<file path="config.mk">
export PLATFORM = sky130hd
export DESIGN_NAME = calendar_time_set_editor_top
export DESIGN_NICKNAME = d
export VERILOG_FILES = /design/src/hw/rtl/ctse_pkg.sv /design/src/hw/rtl/calendar_time_set_editor_top.sv /design/src/hw/rtl/ctse_in_stage.sv /design/src/hw/rtl/ctse_blink.sv /design/src/hw/rtl/ctse_edit.sv
export SDC_FILE = /design/constraint.sdc
export NUM_CORES = 1
export LEC_CHECK = 0
export BUFFER_PORTS_ARGS = -buffer_cell sky130_fd_sc_hd__buf_2
export CAP_MARGIN = 5
export CORE_ASPECT_RATIO = 0.7
export CORE_UTILIZATION = 40
export CTS_BUF_LIST = sky130_fd_sc_hd__clkbuf_2 sky130_fd_sc_hd__clkbuf_4 sky130_fd_sc_hd__clkbuf_8
export CTS_CLUSTER_DIAMETER = 150
export DETAILED_ROUTE_END_ITERATION = 10
export GPL_TIMING_DRIVEN = 0
export PLACE_DENSITY = 0.68
export SYNTH_ARGS = -nofsm -noshare
export SYNTH_HDL_FRONTEND = slang
export SYNTH_SLANG_ARGS = --single-unit
</file>
<file path="constraint.sdc">
create_clock -name i_clk -period 13.8 [get_ports i_clk]
set_input_delay 0.69 -clock i_clk [delete_from_list [all_inputs] [get_ports i_clk]]
set_output_delay 0.69 -clock i_clk [all_outputs]
set_load 0.02 [all_outputs]
</file>
<file path="src/hw/rtl/ctse_pkg.sv">
`timescale 1ns / 1ps

package ctse_pkg;

    // field storage
    localparam int FLD_N = 7;
    localparam int FLD_W = 7;
    localparam int CUR_W = 3;

    // field slots, also the cursor values
    localparam logic [CUR_W-1:0] F_YEAR    = 3'd0;
    localparam logic [CUR_W-1:0] F_MONTH   = 3'd1;
    localparam logic [CUR_W-1:0] F_DAY     = 3'd2;
    localparam logic [CUR_W-1:0] F_HOUR    = 3'd3;
    localparam logic [CUR_W-1:0] F_MINUTE  = 3'd4;
    localparam logic [CUR_W-1:0] F_SECOND  = 3'd5;
    localparam logic [CUR_W-1:0] F_WEEKDAY = 3'd6;

    // opcodes
    localparam logic [2:0] OP_TICK = 3'd0;
    localparam logic [2:0] OP_MODE = 3'd1;
    localparam logic [2:0] OP_NEXT = 3'd2;
    localparam logic [2:0] OP_INC  = 3'd3;
    localparam logic [2:0] OP_DEC  = 3'd4;
    localparam logic [2:0] OP_LOAD = 3'd5;

    // field limits
    localparam logic [FLD_W-1:0] YEAR_MAX  = 7'd99;
    localparam logic [FLD_W-1:0] MONTH_MAX = 7'd12;
    localparam logic [FLD_W-1:0] HOUR_MAX  = 7'd23;
    localparam logic [FLD_W-1:0] MIN_MAX   = 7'd59;
    localparam logic [FLD_W-1:0] WDAY_MAX  = 7'd7;

    localparam logic [4:0] DAYS_LONG  = 5'd31;
    localparam logic [4:0] DAYS_SHORT = 5'd30;
    localparam logic [4:0] DAYS_LEAP  = 5'd29;
    localparam logic [4:0] DAYS_FEB   = 5'd28;

    localparam logic [7:0] BLINK_TICKS_RST = 8'd10;

    // one input beat
    typedef struct packed {
        logic [2:0] opcode;
        logic [6:0] load_year;
        logic [3:0] load_month;
        logic [4:0] load_day;
        logic [4:0] load_hour;
        logic [5:0] load_minute;
        logic [5:0] load_second;
        logic [2:0] load_weekday;
    } t_item;

    // days in a month; anything not a 30 or 31 day month counts as February
    function automatic logic [4:0] month_len(input logic [FLD_W-1:0] month,
                                             input logic [FLD_W-1:0] year);
        logic [4:0] len;
        case (month)
            7'd1, 7'd3, 7'd5, 7'd7, 7'd8, 7'd10, 7'd12: len = DAYS_LONG;
            7'd4, 7'd6, 7'd9, 7'd11:                   len = DAYS_SHORT;
            default: len = (year[1:0] == 2'b00) ? DAYS_LEAP : DAYS_FEB;
        endcase
        return len;
    endfunction

endpackage

</file>
<file path="src/hw/rtl/calendar_time_set_editor_top.sv">
`timescale 1ns / 1ps

// Channel   Direction  Handshake                      Payload
// in        input      i_in_valid / o_in_stall        i_opcode, i_load_*
// out       output     o_out_valid / i_out_stall      o_year .. o_write_time
// cfg       input      i_cfg_valid / o_cfg_ready      i_cfg_data (blink_ticks)
//
// One beat per cycle while the result is not stalled; a result passes through the
// input register, then the editor state that also serves as result register.
// Synchronous active-low reset clears control state; time fields stay undefined
// until the first load.
// A stalled result holds the editor still; the input register keeps taking one
// more beat, after which o_in_stall rises.
module calendar_time_set_editor_top (
    input  logic       i_clk,
    input  logic       i_rst_n,
    input  logic       i_in_valid,
    output logic       o_in_stall,
    input  logic [2:0] i_opcode,
    input  logic [6:0] i_load_year,
    input  logic [3:0] i_load_month,
    input  logic [4:0] i_load_day,
    input  logic [4:0] i_load_hour,
    input  logic [5:0] i_load_minute,
    input  logic [5:0] i_load_second,
    input  logic [2:0] i_load_weekday,
    output logic       o_out_valid,
    input  logic       i_out_stall,
    output logic [6:0] o_year,
    output logic [3:0] o_month,
    output logic [4:0] o_day,
    output logic [4:0] o_hour,
    output logic [5:0] o_minute,
    output logic [5:0] o_second,
    output logic [2:0] o_weekday,
    output logic [2:0] o_selected_field,
    output logic       o_blank_selected,
    output logic       o_in_set_mode,
    output logic       o_write_time,
    input  logic       i_cfg_valid,
    output logic       o_cfg_ready,
    input  logic [7:0] i_cfg_data
);
    import ctse_pkg::*;

    t_item w_in_item;
    t_item w_s1_item;
    logic  w_s1_vld;
    logic  w_fire;
    logic  w_out_free;
    logic  w_phase;
    logic  w_mode;
    logic  r_out_vld;

    assign w_in_item.opcode       = i_opcode;
    assign w_in_item.load_year    = i_load_year;
    assign w_in_item.load_month   = i_load_month;
    assign w_in_item.load_day     = i_load_day;
    assign w_in_item.load_hour    = i_load_hour;
    assign w_in_item.load_minute  = i_load_minute;
    assign w_in_item.load_second  = i_load_second;
    assign w_in_item.load_weekday = i_load_weekday;

    // the result slot frees when empty or taken this cycle
    assign w_out_free = !r_out_vld || !i_out_stall;
    assign w_fire     = w_s1_vld && w_out_free;

    always_ff @(posedge i_clk) begin
        if (!i_rst_n) begin
            r_out_vld <= 1'b0;
        end else if (w_out_free) begin
            r_out_vld <= w_fire;
        end
    end

    ctse_in_stage u_in (
        .i_clk      (i_clk),
        .i_rst_n    (i_rst_n),
        .i_in_valid (i_in_valid),
        .i_item     (w_in_item),
        .i_drain    (w_fire),
        .o_in_stall (o_in_stall),
        .o_vld      (w_s1_vld),
        .o_item     (w_s1_item)
    );

    ctse_blink u_blink (
        .i_clk       (i_clk),
        .i_rst_n     (i_rst_n),
        .i_cfg_valid (i_cfg_valid),
        .i_cfg_data  (i_cfg_data),
        .i_tick      (w_fire && (w_s1_item.opcode == OP_TICK)),
        .o_phase     (w_phase)
    );

    ctse_edit u_edit (
        .i_clk     (i_clk),
        .i_rst_n   (i_rst_n),
        .i_fire    (w_fire),
        .i_item    (w_s1_item),
        .o_year    (o_year),
        .o_month   (o_month),
        .o_day     (o_day),
        .o_hour    (o_hour),
        .o_minute  (o_minute),
        .o_second  (o_second),
        .o_weekday (o_weekday),
        .o_cursor  (o_selected_field),
        .o_mode    (w_mode),
        .o_wr      (o_write_time)
    );

    assign o_out_valid      = r_out_vld;
    assign o_in_set_mode    = w_mode;
    assign o_blank_selected = w_mode && w_phase;
    assign o_cfg_ready      = 1'b1;

endmodule

</file>
<file path="src/hw/rtl/ctse_in_stage.sv">
`timescale 1ns / 1ps

module ctse_in_stage (
    input  logic           i_clk,
    input  logic           i_rst_n,
    input  logic           i_in_valid,
    input  ctse_pkg::t_item i_item,
    input  logic           i_drain,
    output logic           o_in_stall,
    output logic           o_vld,
    output ctse_pkg::t_item o_item
);
    import ctse_pkg::*;

    logic   r_vld;
    t_item  r_item;
    logic   w_take;

    // stall only when a held beat cannot move on this cycle
    assign o_in_stall = r_vld && !i_drain;
    assign w_take     = i_in_valid && !o_in_stall;

    always_ff @(posedge i_clk) begin
        if (!i_rst_n) begin
            r_vld <= 1'b0;
        end else if (w_take) begin
            r_vld <= 1'b1;
        end else if (i_drain) begin
            r_vld <= 1'b0;
        end
    end

    // payload, no reset
    always_ff @(posedge i_clk) begin
        if (w_take) begin
            r_item <= i_item;
        end
    end

    assign o_vld  = r_vld;
    assign o_item = r_item;

endmodule

</file>
<file path="src/hw/rtl/ctse_blink.sv">
`timescale 1ns / 1ps

module ctse_blink (
    input  logic       i_clk,
    input  logic       i_rst_n,
    input  logic       i_cfg_valid,
    input  logic [7:0] i_cfg_data,
    input  logic       i_tick,
    output logic       o_phase
);
    import ctse_pkg::*;

    logic [7:0] r_ticks;
    logic [7:0] r_cnt;
    logic       r_phase;
    logic [7:0] n_cnt;
    logic       n_phase;
    logic [7:0] w_inc;

    // tick counter, wraps and toggles the phase at the programmed count
    always_comb begin
        w_inc   = r_cnt + 8'd1;
        n_cnt   = r_cnt;
        n_phase = r_phase;
        if (i_tick) begin
            if (w_inc >= r_ticks) begin
                n_cnt   = 8'd0;
                n_phase = !r_phase;
            end else begin
                n_cnt = w_inc;
            end
        end
    end

    always_ff @(posedge i_clk) begin
        if (!i_rst_n) begin
            r_ticks <= BLINK_TICKS_RST;
            r_cnt   <= 8'd0;
            r_phase <= 1'b0;
        end else begin
            if (i_cfg_valid) begin
                r_ticks <= i_cfg_data;
            end
            r_cnt   <= n_cnt;
            r_phase <= n_phase;
        end
    end

    assign o_phase = r_phase;

    a_cnt_hold: assert property (@(posedge i_clk) disable iff (!i_rst_n)
        !i_tick |=> $stable(r_cnt) && $stable(r_phase))
        else $error("blink state moved without a tick");

    a_cnt_bound: assert property (@(posedge i_clk) disable iff (!i_rst_n)
        i_tick && !i_cfg_valid |=> (r_cnt < r_ticks) || (r_cnt == 8'd0))
        else $error("tick count reached the blink period");

    a_toggle: assert property (@(posedge i_clk) disable iff (!i_rst_n)
        i_tick && (w_inc >= r_ticks) |=> r_phase != $past(r_phase))
        else $error("blink phase missed its toggle");

endmodule

</file>
<file path="src/hw/rtl/ctse_edit.sv">
`timescale 1ns / 1ps

module ctse_edit (
    input  logic            i_clk,
    input  logic            i_rst_n,
    input  logic            i_fire,
    input  ctse_pkg::t_item i_item,
    output logic [6:0]      o_year,
    output logic [3:0]      o_month,
    output logic [4:0]      o_day,
    output logic [4:0]      o_hour,
    output logic [5:0]      o_minute,
    output logic [5:0]      o_second,
    output logic [2:0]      o_weekday,
    output logic [2:0]      o_cursor,
    output logic            o_mode,
    output logic            o_wr
);
    import ctse_pkg::*;

    logic [FLD_W-1:0] r_fld [FLD_N];
    logic [FLD_W-1:0] n_fld [FLD_N];
    logic [CUR_W-1:0] r_cursor;
    logic [CUR_W-1:0] n_cursor;
    logic             r_mode;
    logic             n_mode;
    logic             r_wr;
    logic             n_wr;
    logic [4:0]       w_len;
    logic [2:0]       w_op;

    assign w_op = i_item.opcode;

    // one step of the editor: key handling, with a range fix-up of every field after an increment or decrement
    always_comb begin
        n_fld    = r_fld;
        n_cursor = r_cursor;
        n_mode   = r_mode;
        n_wr     = 1'b0;
        w_len    = DAYS_FEB;
        case (w_op)
            OP_MODE: begin
                n_mode = !r_mode;
                n_wr   = !r_mode;
            end
            OP_NEXT: begin
                if (r_mode) begin
                    n_cursor = (r_cursor == F_WEEKDAY) ? F_YEAR : r_cursor + 3'd1;
                    n_wr     = 1'b1;
                end
            end
            OP_INC: begin
                if (r_mode) begin
                    n_fld[r_cursor] = r_fld[r_cursor] + 7'd1;
                    if (n_fld[F_YEAR] > YEAR_MAX)   n_fld[F_YEAR] = 7'd0;
                    if (n_fld[F_MONTH] > MONTH_MAX) n_fld[F_MONTH] = 7'd1;
                    w_len = month_len(n_fld[F_MONTH], n_fld[F_YEAR]);
                    if (n_fld[F_DAY] > {2'b00, w_len}) n_fld[F_DAY] = 7'd1;
                    if (n_fld[F_HOUR] > HOUR_MAX)     n_fld[F_HOUR] = 7'd0;
                    if (n_fld[F_MINUTE] > MIN_MAX)    n_fld[F_MINUTE] = 7'd0;
                    if (n_fld[F_SECOND] > MIN_MAX)    n_fld[F_SECOND] = 7'd0;
                    if (n_fld[F_WEEKDAY] > WDAY_MAX)  n_fld[F_WEEKDAY] = 7'd1;
                    n_wr = 1'b1;
                end
            end
            OP_DEC: begin
                if (r_mode) begin
                    n_fld[r_cursor] = r_fld[r_cursor] - 7'd1;
                    if (n_fld[F_YEAR] > YEAR_MAX) n_fld[F_YEAR] = YEAR_MAX;
                    if (n_fld[F_MONTH] == 7'd0)   n_fld[F_MONTH] = MONTH_MAX;
                    w_len = month_len(n_fld[F_MONTH], n_fld[F_YEAR]);
                    if (n_fld[F_DAY] == 7'd0) n_fld[F_DAY] = {2'b00, w_len};
                    // only short months wrap an overlong day back to one
                    if (w_len != DAYS_LONG && n_fld[F_DAY] > {2'b00, w_len}) begin
                        n_fld[F_DAY] = 7'd1;
                    end
                    if (n_fld[F_HOUR] > HOUR_MAX)   n_fld[F_HOUR] = HOUR_MAX;
                    if (n_fld[F_MINUTE] > MIN_MAX)  n_fld[F_MINUTE] = MIN_MAX;
                    if (n_fld[F_SECOND] > MIN_MAX)  n_fld[F_SECOND] = MIN_MAX;
                    if (n_fld[F_WEEKDAY] == 7'd0)   n_fld[F_WEEKDAY] = WDAY_MAX;
                    n_wr = 1'b1;
                end
            end
            OP_LOAD: begin
                // ignored while editing
                if (!r_mode) begin
                    n_fld[F_YEAR]    = i_item.load_year;
                    n_fld[F_MONTH]   = {3'b000, i_item.load_month};
                    n_fld[F_DAY]     = {2'b00, i_item.load_day};
                    n_fld[F_HOUR]    = {2'b00, i_item.load_hour};
                    n_fld[F_MINUTE]  = {1'b0, i_item.load_minute};
                    n_fld[F_SECOND]  = {1'b0, i_item.load_second};
                    n_fld[F_WEEKDAY] = {4'b0000, i_item.load_weekday};
                end
            end
            default: begin
                n_wr = 1'b0;
            end
        endcase
    end

    // control state
    always_ff @(posedge i_clk) begin
        if (!i_rst_n) begin
            r_cursor <= F_YEAR;
            r_mode   <= 1'b0;
            r_wr     <= 1'b0;
        end else if (i_fire) begin
            r_cursor <= n_cursor;
            r_mode   <= n_mode;
            r_wr     <= n_wr;
        end
    end

    // time fields, undefined until loaded
    always_ff @(posedge i_clk) begin
        if (i_fire) begin
            r_fld <= n_fld;
        end
    end

    // state doubles as the result register; it only moves when the beat is taken
    assign o_year    = r_fld[F_YEAR];
    assign o_month   = r_fld[F_MONTH][3:0];
    assign o_day     = r_fld[F_DAY][4:0];
    assign o_hour    = r_fld[F_HOUR][4:0];
    assign o_minute  = r_fld[F_MINUTE][5:0];
    assign o_second  = r_fld[F_SECOND][5:0];
    assign o_weekday = r_fld[F_WEEKDAY][2:0];
    assign o_cursor  = r_cursor;
    assign o_mode    = r_mode;
    assign o_wr      = r_wr;

    a_cursor_range: assert property (@(posedge i_clk) disable iff (!i_rst_n)
        r_cursor <= F_WEEKDAY)
        else $error("cursor past last field");

    a_wr_mode: assert property (@(posedge i_clk) disable iff (!i_rst_n)
        r_wr |-> r_mode)
        else $error("write strobe outside set mode");

    a_mode_toggle: assert property (@(posedge i_clk) disable iff (!i_rst_n)
        i_fire && (w_op == OP_MODE) |=> (r_mode != $past(r_mode)) && (r_wr == r_mode))
        else $error("mode key did not toggle set mode");

    a_next_show: assert property (@(posedge i_clk) disable iff (!i_rst_n)
        i_fire && (w_op == OP_NEXT) && !r_mode |=> $stable(r_cursor) && !r_wr)
        else $error("next key acted in show mode");

endmodule
</file>
## Word-level counts from Yosys, hierarchy flattened

Index checks and enable logic that the tools add are counted.

| storage, ports and cells | value |
|---|---|
| bits in registers | 112 |
| latch bits | 0 |
| memory bits (writable) | 0 |
| bits in read-only memories | 0 |
| memories | 0 |

| cells by class | value |
|---|---|
| add/subtract/negate cells | 4 |
| multipliers | 0 |
| div/mod/pow operators | 0 |
| $lt $le $gt $ge | 15 |
| equality and inequality tests | 32 |
| shifts and indexed selects | 0 |
| multiplexer cells | 50 |
| bitwise gates (word level) | 1 |
| reductions and logical operators | 31 |

Operators by type and width:

| operator | number |
|---|---|
| $mux W7 | 28 |
| $mux W49 | 3 |
| $pmux W49 S3 | 1 |
| $bwmux W49 | 2 |
| $eq A7 B4 Y1 const B | 10 |
| $eq A7 B3 Y1 const B | 8 |
| $gt A7 B6 Y1 const B | 4 |
| $bmux W7 S3 | 1 |
| $demux W7 S3 | 1 |
| $logic_not A7 Y1 | 3 |
| $mux W5 | 4 |
| $pmux W5 S2 | 2 |
| $eq A7 B1 Y1 const B | 2 |
| $eq A7 B2 Y1 const B | 2 |
| $gt A7 B5 Y1 | 2 |
| $gt A7 B5 Y1 const B | 2 |
| $gt A7 B7 Y1 const B | 2 |
| $reduce_or A7 Y1 | 2 |
| $eq A3 B3 Y1 const B | 3 |
| $add A8 B1 Y8 const B | 1 |
| $ge A8 B8 Y1 | 1 |
| $mux W8 | 1 |
| $reduce_or A4 Y1 | 2 |
| $add A7 B1 Y7 const B | 1 |
| 26 further kinds | 45 |

## Longest topological paths before layout

Gate-level depths: netlist of the first run.

| depth | value |
|---|---|
| depth after elaboration | 23 |
| depth in mapped cells | 25 |

## Modules after synthesis

A second synthesis of the first run with hierarchy kept.

| second synthesis, totals | value |
|---|---|
| cell total of the unflattened synthesis | 801 |
| area total of the unflattened synthesis | 7490.9 sq um |

By module, submodules not included:

| module | times used | cells each | area an instance (sq um) | sequential area each (sq um) |
|---|---|---|---|---|
| ctse_edit | 1 | 653 | 5260.0 | 1571.5 |
| ctse_in_stage | 1 | 43 | 1218.7 | 1191.1 |
| ctse_blink | 1 | 97 | 928.4 | 340.3 |
| calendar_time_set_editor_top | 1 | 8 | 83.8 | 20.0 |

## Worst setup path after synthesis of the first run

No wires, ideal clock.

| timing path | value |
|---|---|
| path kind | register -> register |
| from | reg u_edit.r_cursor[1], in the netlist u_edit.o_cursor[1] |
| to | reg u_edit.r_fld (netlist bit u_edit.o_day[4]), data pin |
| arrival time | 4.577 ns |
| slack | 8.962 ns |
| stages on the path, launching flop included | 21 |
| cell sequence | dfxtp_1 buf_6 mux2_1 a221o_2 nand2_2 inv_2 ha_1 clkbuf_1 and3_4 xnor2_2 or3_1 a31oi_1 nor2_2 nor4_1 o21ai_1 ha_1 a221o_1 or3_1 nand3_1 a21oi_1 a221o_1 |

RTL lines:

| item | line | RTL |
|---|---|---|
| start, declared | ctse_edit.sv:23 | `logic [CUR_W-1:0] r_cursor;` |
| start signal, assigned | ctse_edit.sv:109 | `r_cursor <= n_cursor;` |
| end signal, assigned | ctse_edit.sv:118 | `r_fld <= n_fld;` |
| end, declared | ctse_edit.sv:21 | `logic [FLD_W-1:0] r_fld [FLD_N];` |

==> impl_metrics.env, run 1 <==
export IMPL_power_density_nw_per_um2=75.98
export IMPL_crit_path_max_incr_delay_ns=0.66
export IMPL_gp_congestion=1.007
export IMPL_drt_iter0_drc=835
export IMPL_netlist_area_um2=7687
export IMPL_hold_violations=0
export IMPL_cts_setup_buffers=0
export IMPL_post_dp_cell_area_um2=8539
export IMPL_yosysMostFrequentCell="nand2_1"
export IMPL_finalCritPeriodShare=0.4587
export IMPL_viasPerCell=6.000
export IMPL_rrSetupSlack_ns=7.47
export IMPL_vias=7014
export IMPL_reg2reg_to="u_edit.o_day[1]$_DFFE_PP_"
export IMPL_cp_num_buf_inv=3
export IMPL_drive_gt1_frac=0.2333
export IMPL_worstHoldStart="i_load_month[0]"
export IMPL_portBuffers=93
export IMPL_vdd_ir_drop_worst_v=0.00004463
export IMPL_grt_max_degree=30
export IMPL_post_route_min_period_ns=6.330
export IMPL_avgSynthCellArea_um2=9.479
export IMPL_wl_per_cell_um=22.48
export IMPL_dieArea_um2=19790
export IMPL_syn_to_final_growth_pct=13.88
export IMPL_clkTransAtPathRegs_ns=0.12
export IMPL_min_path_cells=1
export IMPL_end_kind="flop"
export IMPL_path_cells="buf_4 -> mux2i_1 -> o21ai_1 -> a221oi_4 -> inv_2 -> ha_1 -> clkbuf_1 -> and3_4 -> xnor2_2 -> or3_1 -> a31oi_1 -> nor2_2 -> nor4_1 -> o21ai_1 -> ha_1 -> a221o_1 -> or3_1 -> nand3_1 -> a21oi_1 -> a221o_1"
export IMPL_rows=42
export IMPL_synth_commonest_cells="nand2_1, edfxtp_1, nor2_1, a21oi_1, o21ai_0"
export IMPL_finalPower_mw=0.6652
export IMPL_setup_violations=0
export IMPL_fin_nets=988
export IMPL_clk_path_buf_depth=2
export IMPL_yosys_area_top_type="edfxtp_1"
export IMPL_crit_arrival_ns=6.49
export IMPL_slowest_stage="xnor2_2"
export IMPL_grt_overflow=0
export IMPL_path_class="flop to flop"
export IMPL_drv_cap=0
export IMPL_cts_resized_gates=0
export IMPL_placeableCoreArea_um2=18870
export IMPL_ant_nets=0
export IMPL_status="finished, final reports clean"
export IMPL_startpoint_type="flop"
export IMPL_fillCellCount=1819
export IMPL_drc_errors=0
export IMPL_synth_top_area_share=0.3438
export IMPL_startpoint="u_edit.o_cursor[2]$_SDFFE_PN0P_"
export IMPL_final_area_um2=8755
export IMPL_hold_buffers=0
export IMPL_crit_family="compound AO/OA/AOI/OAI gates"
export IMPL_ys_types=100
export IMPL_worstRegToRegCells=20
export IMPL_initial_utilization=0.4075
export IMPL_ys_ff_latch=112
export IMPL_synth_seq_area_share=0.4063
export IMPL_cts_root_buf="clkbuf_8"
export IMPL_clk_insertion_delay_late_ns=0.42
export IMPL_numCtsBuffers=9
export IMPL_leakagePower_nw=3.354
export IMPL_grt_pass1_wl_mm=40.15
export IMPL_async_flop_share=0
export IMPL_grt_pass1_vias=6638
export IMPL_tns_ns=0
export IMPL_synth_edff_count=88
export IMPL_required_ns=13.96
export IMPL_pin_count=97
export IMPL_fmax_mhz=158.0
export IMPL_fp_dieH_um=118.0
export IMPL_path_depth=20
export IMPL_relSlewSlack=0.1084
export IMPL_syn_instance_count=811
export IMPL_fp_dieW_um=167.7
export IMPL_tightest_slew_ns=1.327
export IMPL_worstHoldEndpoint="u_in.o_item[25]$_DFFE_PP_"
export IMPL_first_pass_iters=5
export IMPL_cp_max_fo=10
export IMPL_yosys_most_used_dff="edfxtp_1"
export IMPL_synthTopCellsByArea="edfxtp_1, dfxtp_1, nand2_1"
export IMPL_routed_wl_mm=26.28
export IMPL_clock_sinks=112
export IMPL_hold_path_class="input port to flop"
export IMPL_maxSlewViolCount=0
export IMPL_fin_skew_ns=0.01746
export IMPL_r2r_start="u_edit.o_cursor[2]$_SDFFE_PN0P_"
export IMPL_grt_use_total=0.2736
export IMPL_cts_tree="yes"
export IMPL_antenna_found_initial=1
export IMPL_rsz0062_at_grt="false"
export IMPL_dp_hpwl_mm=19.72
export IMPL_htree_num_levels=3
export IMPL_holdWs_ns=0.4400
export IMPL_ys_warn_count=0
## registers in the layout (all words and copies together) (netlist names), 3 cells and up
| register | count |
|---|---|
| u_in.o_item | 39 |
| u_edit.r_fld | 13 |
| u_blink.r_cnt | 8 |
| u_blink.r_ticks | 8 |
| u_edit.o_year | 7 |
| u_edit.o_minute | 6 |
| u_edit.o_second | 6 |
| u_edit.o_day | 5 |
| u_edit.o_hour | 5 |
| u_edit.o_month | 4 |
| u_edit.o_cursor | 3 |
| u_edit.o_weekday | 3 |
## logic make-up after synthesis
logic type,synth area share
buffers and inverters,0.07943
flip-flops,0.4062
AND/OR/NAND/NOR,0.1831
multiplexers,0.04297
AO/OA/AOI/OAI,0.2181
other,0.0009769
XOR/XNOR,0.04476
adder cells (fa/ha/maj),0.02441
## per-layer routing
layer / routed length, um / track usage / vias to the layer above / part of all wire
li1: - / - / 3213 / -
met1: 12070 / 0.4085 / 3329 / 0.46
met2: 10080 / 0.3555 / 421 / 0.38
met3: 3530 / 0.09650 / 51 / 0.13
met4: 595 / 0.09748 / 0 / 0.023
met5: 0 / 0 / - / 0
## worst max-delay path by stage
stage and to:
2_1_floorplan u_edit.o_day[4]$_DFFE_PP_, 3_3_place_gp u_edit.o_day[1]$_DFFE_PP_, 3_5_place_dp u_edit.o_day[1]$_DFFE_PP_, 4_1_cts u_edit.o_day[1]$_DFFE_PP_, 5_1_grt u_edit.o_day[1]$_DFFE_PP_, 6_report u_edit.o_day[1]$_DFFE_PP_
## cells in the final DEF, fill, tap and decap left out, drive strengths merged, types with 9 or more instances in the layout
cell,netlist,routed
dfxtp,24,24
edfxtp,88,88
inv,22,25
xnor2,24,24
clkbuf,27,36
and3,11,11
o221ai,10,10
a21o,12,12
a21boi,9,9
ha,15,15
a21oi,51,51
nand3,22,22
nor4,10,10
o22ai,15,15
a211oi,16,16
nand2,107,107
xor2,11,11
o211ai,9,9
buf,50,145
mux2i,24,24
nor2b,9,9
nor3,15,15
nor2,63,63
o21ai,49,49
## report_power, final
group	total, mW	switching (mW)	internal, mW
registers	0.382	0.00660	0.375
logic	0.0664	0.0417	0.0248
clock network	0.217	0.129	0.0880
total	0.665	0.177	0.488
## through the flow
step                      utilization  cells  setup slack [ns]
after floorplan                     -    814             8.962
after global placement         0.4488   1149             7.792
after detailed placement       0.4526   1152             7.808
after CTS                      0.4639   1168             7.738
after global routing           0.4639   1168             7.327
final                          0.4641   1169             7.470
## area by class of cell
class / count / area (um2) / area share
Multi-Input combinational cell: 603 / 3980 / 0.4546
Sequential cell: 112 / 3123 / 0.3567
Buffer: 77 / 528.0 / 0.06031
Timing Repair Buffer: 96 / 523.0 / 0.05974
Tap cell: 242 / 302.8 / 0.03459
Clock buffer: 9 / 123.9 / 0.01415
Clock inverter: 7 / 88.84 / 0.01015
Inverter: 22 / 82.58 / 0.009433
Antenna cell: 1 / 2.502 / 0.0002858
Note: power is estimated with default switching activity, not from simulation.
==> run 2, diff against run 1 <==
--- a/config.mk
+++ b/config.mk
@@ -13,7 +13,7 @@
 export CTS_CLUSTER_DIAMETER = 150
 export DETAILED_ROUTE_END_ITERATION = 10
 export GPL_TIMING_DRIVEN = 0
-export PLACE_DENSITY = 0.68
+export PLACE_DENSITY = 0.7
 export SYNTH_ARGS = -nofsm -noshare
 export SYNTH_HDL_FRONTEND = slang
 export SYNTH_SLANG_ARGS = --single-unit
==> constraint.sdc (replaced) <==
create_clock -name i_clk -period 5.1 [get_ports i_clk]
set_input_delay 0.255 -clock i_clk [delete_from_list [all_inputs] [get_ports i_clk]]
set_output_delay 0.255 -clock i_clk [all_outputs]
set_load 0.02 [all_outputs]
==> impl_metrics.env, run 2 (same netlist as run 1, synthesis figures left out) <==
export IMPL_clk_path_buf_depth=2
export IMPL_grt_use_total=0.2746
export IMPL_drt_iter0_drc=1025
export IMPL_hold_path_class="input port to flop"
export IMPL_setup_violations=0
export IMPL_clkTransAtPathRegs_ns=0.12
export IMPL_clk_insertion_delay_late_ns=0.42
export IMPL_relSlewSlack=0.2023
export IMPL_post_route_min_period_ns=5.048
export IMPL_antenna_found_initial=0
export IMPL_leakagePower_nw=3.536
export IMPL_finalCritPeriodShare=0.9897
export IMPL_fp_dieH_um=118.0
export IMPL_end_kind="flop"
export IMPL_status="finished, final reports clean"
export IMPL_startpoint_type="flop"
export IMPL_power_density_nw_per_um2=197.0
export IMPL_fillCellCount=1745
export IMPL_fmax_mhz=198.1
export IMPL_syn_to_final_growth_pct=20.02
export IMPL_cp_max_fo=10
export IMPL_wl_per_cell_um=22.75
export IMPL_initial_utilization=0.4075
export IMPL_crit_arrival_ns=5.23
export IMPL_final_cell_mix="nand2_1, buf_2, edfxtp_1, nor2_1, buf_4"
export IMPL_cts_root_buf="clkbuf_8"
export IMPL_first_pass_iters=6
export IMPL_final_common_cell="nand2_1"
export IMPL_path_class="flop to flop"
export IMPL_drv_cap=0
export IMPL_required_ns=5.28
export IMPL_diodes=0
export IMPL_vias=7343
export IMPL_largest_reg_flops=39
export IMPL_drive_gt1_frac=0.2560
export IMPL_fin_util=0.4891
export IMPL_viasPerCell=6.124
export IMPL_drc_errors=0
export IMPL_multi_input_area_um2=4158
export IMPL_grt_max_degree=27
export IMPL_fp_dieW_um=167.7
export IMPL_grt_pass1_vias=6491
export IMPL_maxSlewViolCount=0
export IMPL_tightest_slew_ns=1.188
export IMPL_grt_overflow=0
export IMPL_dp_hpwl_mm=19.61
export IMPL_htree_num_levels=3
export IMPL_placeableCoreArea_um2=18870
export IMPL_routed_wl_mm=27.27
export IMPL_vdd_ir_drop_worst_v=0.0001251
export IMPL_dieArea_um2=19790
export IMPL_portBuffers=93
export IMPL_numCtsBuffers=9
export IMPL_grt_pass1_wl_mm=40.23
export IMPL_hold_violations=0
export IMPL_ant_nets=0
export IMPL_clock_sinks=112
export IMPL_fin_nets=1019
export IMPL_rows=42
export IMPL_gp_congestion=0.9733
export IMPL_regArea_um2=3129
export IMPL_fin_skew_ns=0.02258
export IMPL_cts_tree="yes"
export IMPL_pin_count=97
export IMPL_holdWs_ns=0.01289
-- run 2: cell count changes in the layout (fill, tap and decap cells not counted), sizes merged --
cell	change
clkinv	+2
buf	+10
clkinvlp	-1
dlygate4sd3	+21
diode	-1
clkbuf	+1
clkdlybuf4s18	-1
inv	-1
-- run 2: what timing repair did --
action | CTS | global route
setup endpoints to repair | 7 | 7
hold endpoints to repair | 18 | 3
setup buffers | 6 | 6
resized for setup | 14 | 21
pin swaps | 1 | 5
hold buffers | 18 | 3
-- run 2: where the power goes --
part	internal (mW)	switching, mW
Clock	0.233	0.352
Combinational	0.0808	0.119
Sequential	1.01	0.0179
Total	1.33	0.489
-- run 2: final cells by class --
cell class	count	area share
multi-input combinational	603	0.4506
sequential	112	0.3392
timing repair buffer	128	0.08815
buffer	76	0.05791
tap	242	0.03282
clock buffer	9	0.01343
inverter	22	0.009222
clock inverter	7	0.008679
-- run 2: worst max-delay path, stage by stage (launching register included) --
cell and delay (ns):
dfxtp_4 0.41, buf_6 0.17, mux2_1 0.38, a221o_2 0.38
nand2_4 0.18, inv_4 0.10, ha_4 0.22, xnor2_1 0.94
a31oi_1 0.24, nor3b_2 0.31, ha_1 0.30, a221o_1 0.36
or3_1 0.36, nand3_4 0.14, a21oi_1 0.06, a221o_1 0.26
-- run 2: final timing paths --
| check | endpoint | from | cells after the start | slack, ns |
|---|---|---|---|---|
| min | u_in.o_item[35]$_DFFE_PP_ | i_load_year[6] | 1 | 0.01 |
| max | u_edit.o_day[1]$_DFFE_PP_ | u_edit.o_cursor[1]$_SDFFE_PN0P_ | 15 | 0.05 |
| max reg2reg | u_edit.o_day[1]$_DFFE_PP_ | u_edit.o_cursor[1]$_SDFFE_PN0P_ | 15 | 0.05 |
| min reg2reg | u_blink.r_cnt[1]$_SDFFE_PN0P_ | u_blink.r_cnt[1]$_SDFFE_PN0P_ | 2 | 0.49 |
-- run 2: routing by layer --
metal,wire [um],vias to the layer above,global-route usage
li1,-,3289,-
met1,12510,3495,0.4234
met2,10660,518,0.3607
met3,3667,41,0.08642
met4,438,0,0.06995
met5,0,-,0
-- run 2: metrics by stage --
| stage | power, mW | instance area (um2) | setup TNS (ns) | setup slack [ns] | cells |
|---|---|---|---|---|---|
| 6_report | 1.817 | 9226 | 0 | 0.05242 | 1199 |
| 5_1_grt | 1.868 | 9226 | -0.03669 | -0.03012 | 1199 |
| 4_1_cts | 1.813 | 9025 | 0 | 0.001788 | 1190 |
| 3_5_place_dp | 1.228 | 8529 | -4.073 | -0.8110 | 1151 |
| 3_3_place_gp | 1.223 | 8467 | -37.57 | -0.8056 | 1149 |
| 2_1_floorplan | 1.151 | 7699 | 0 | 0.2623 | 814 |
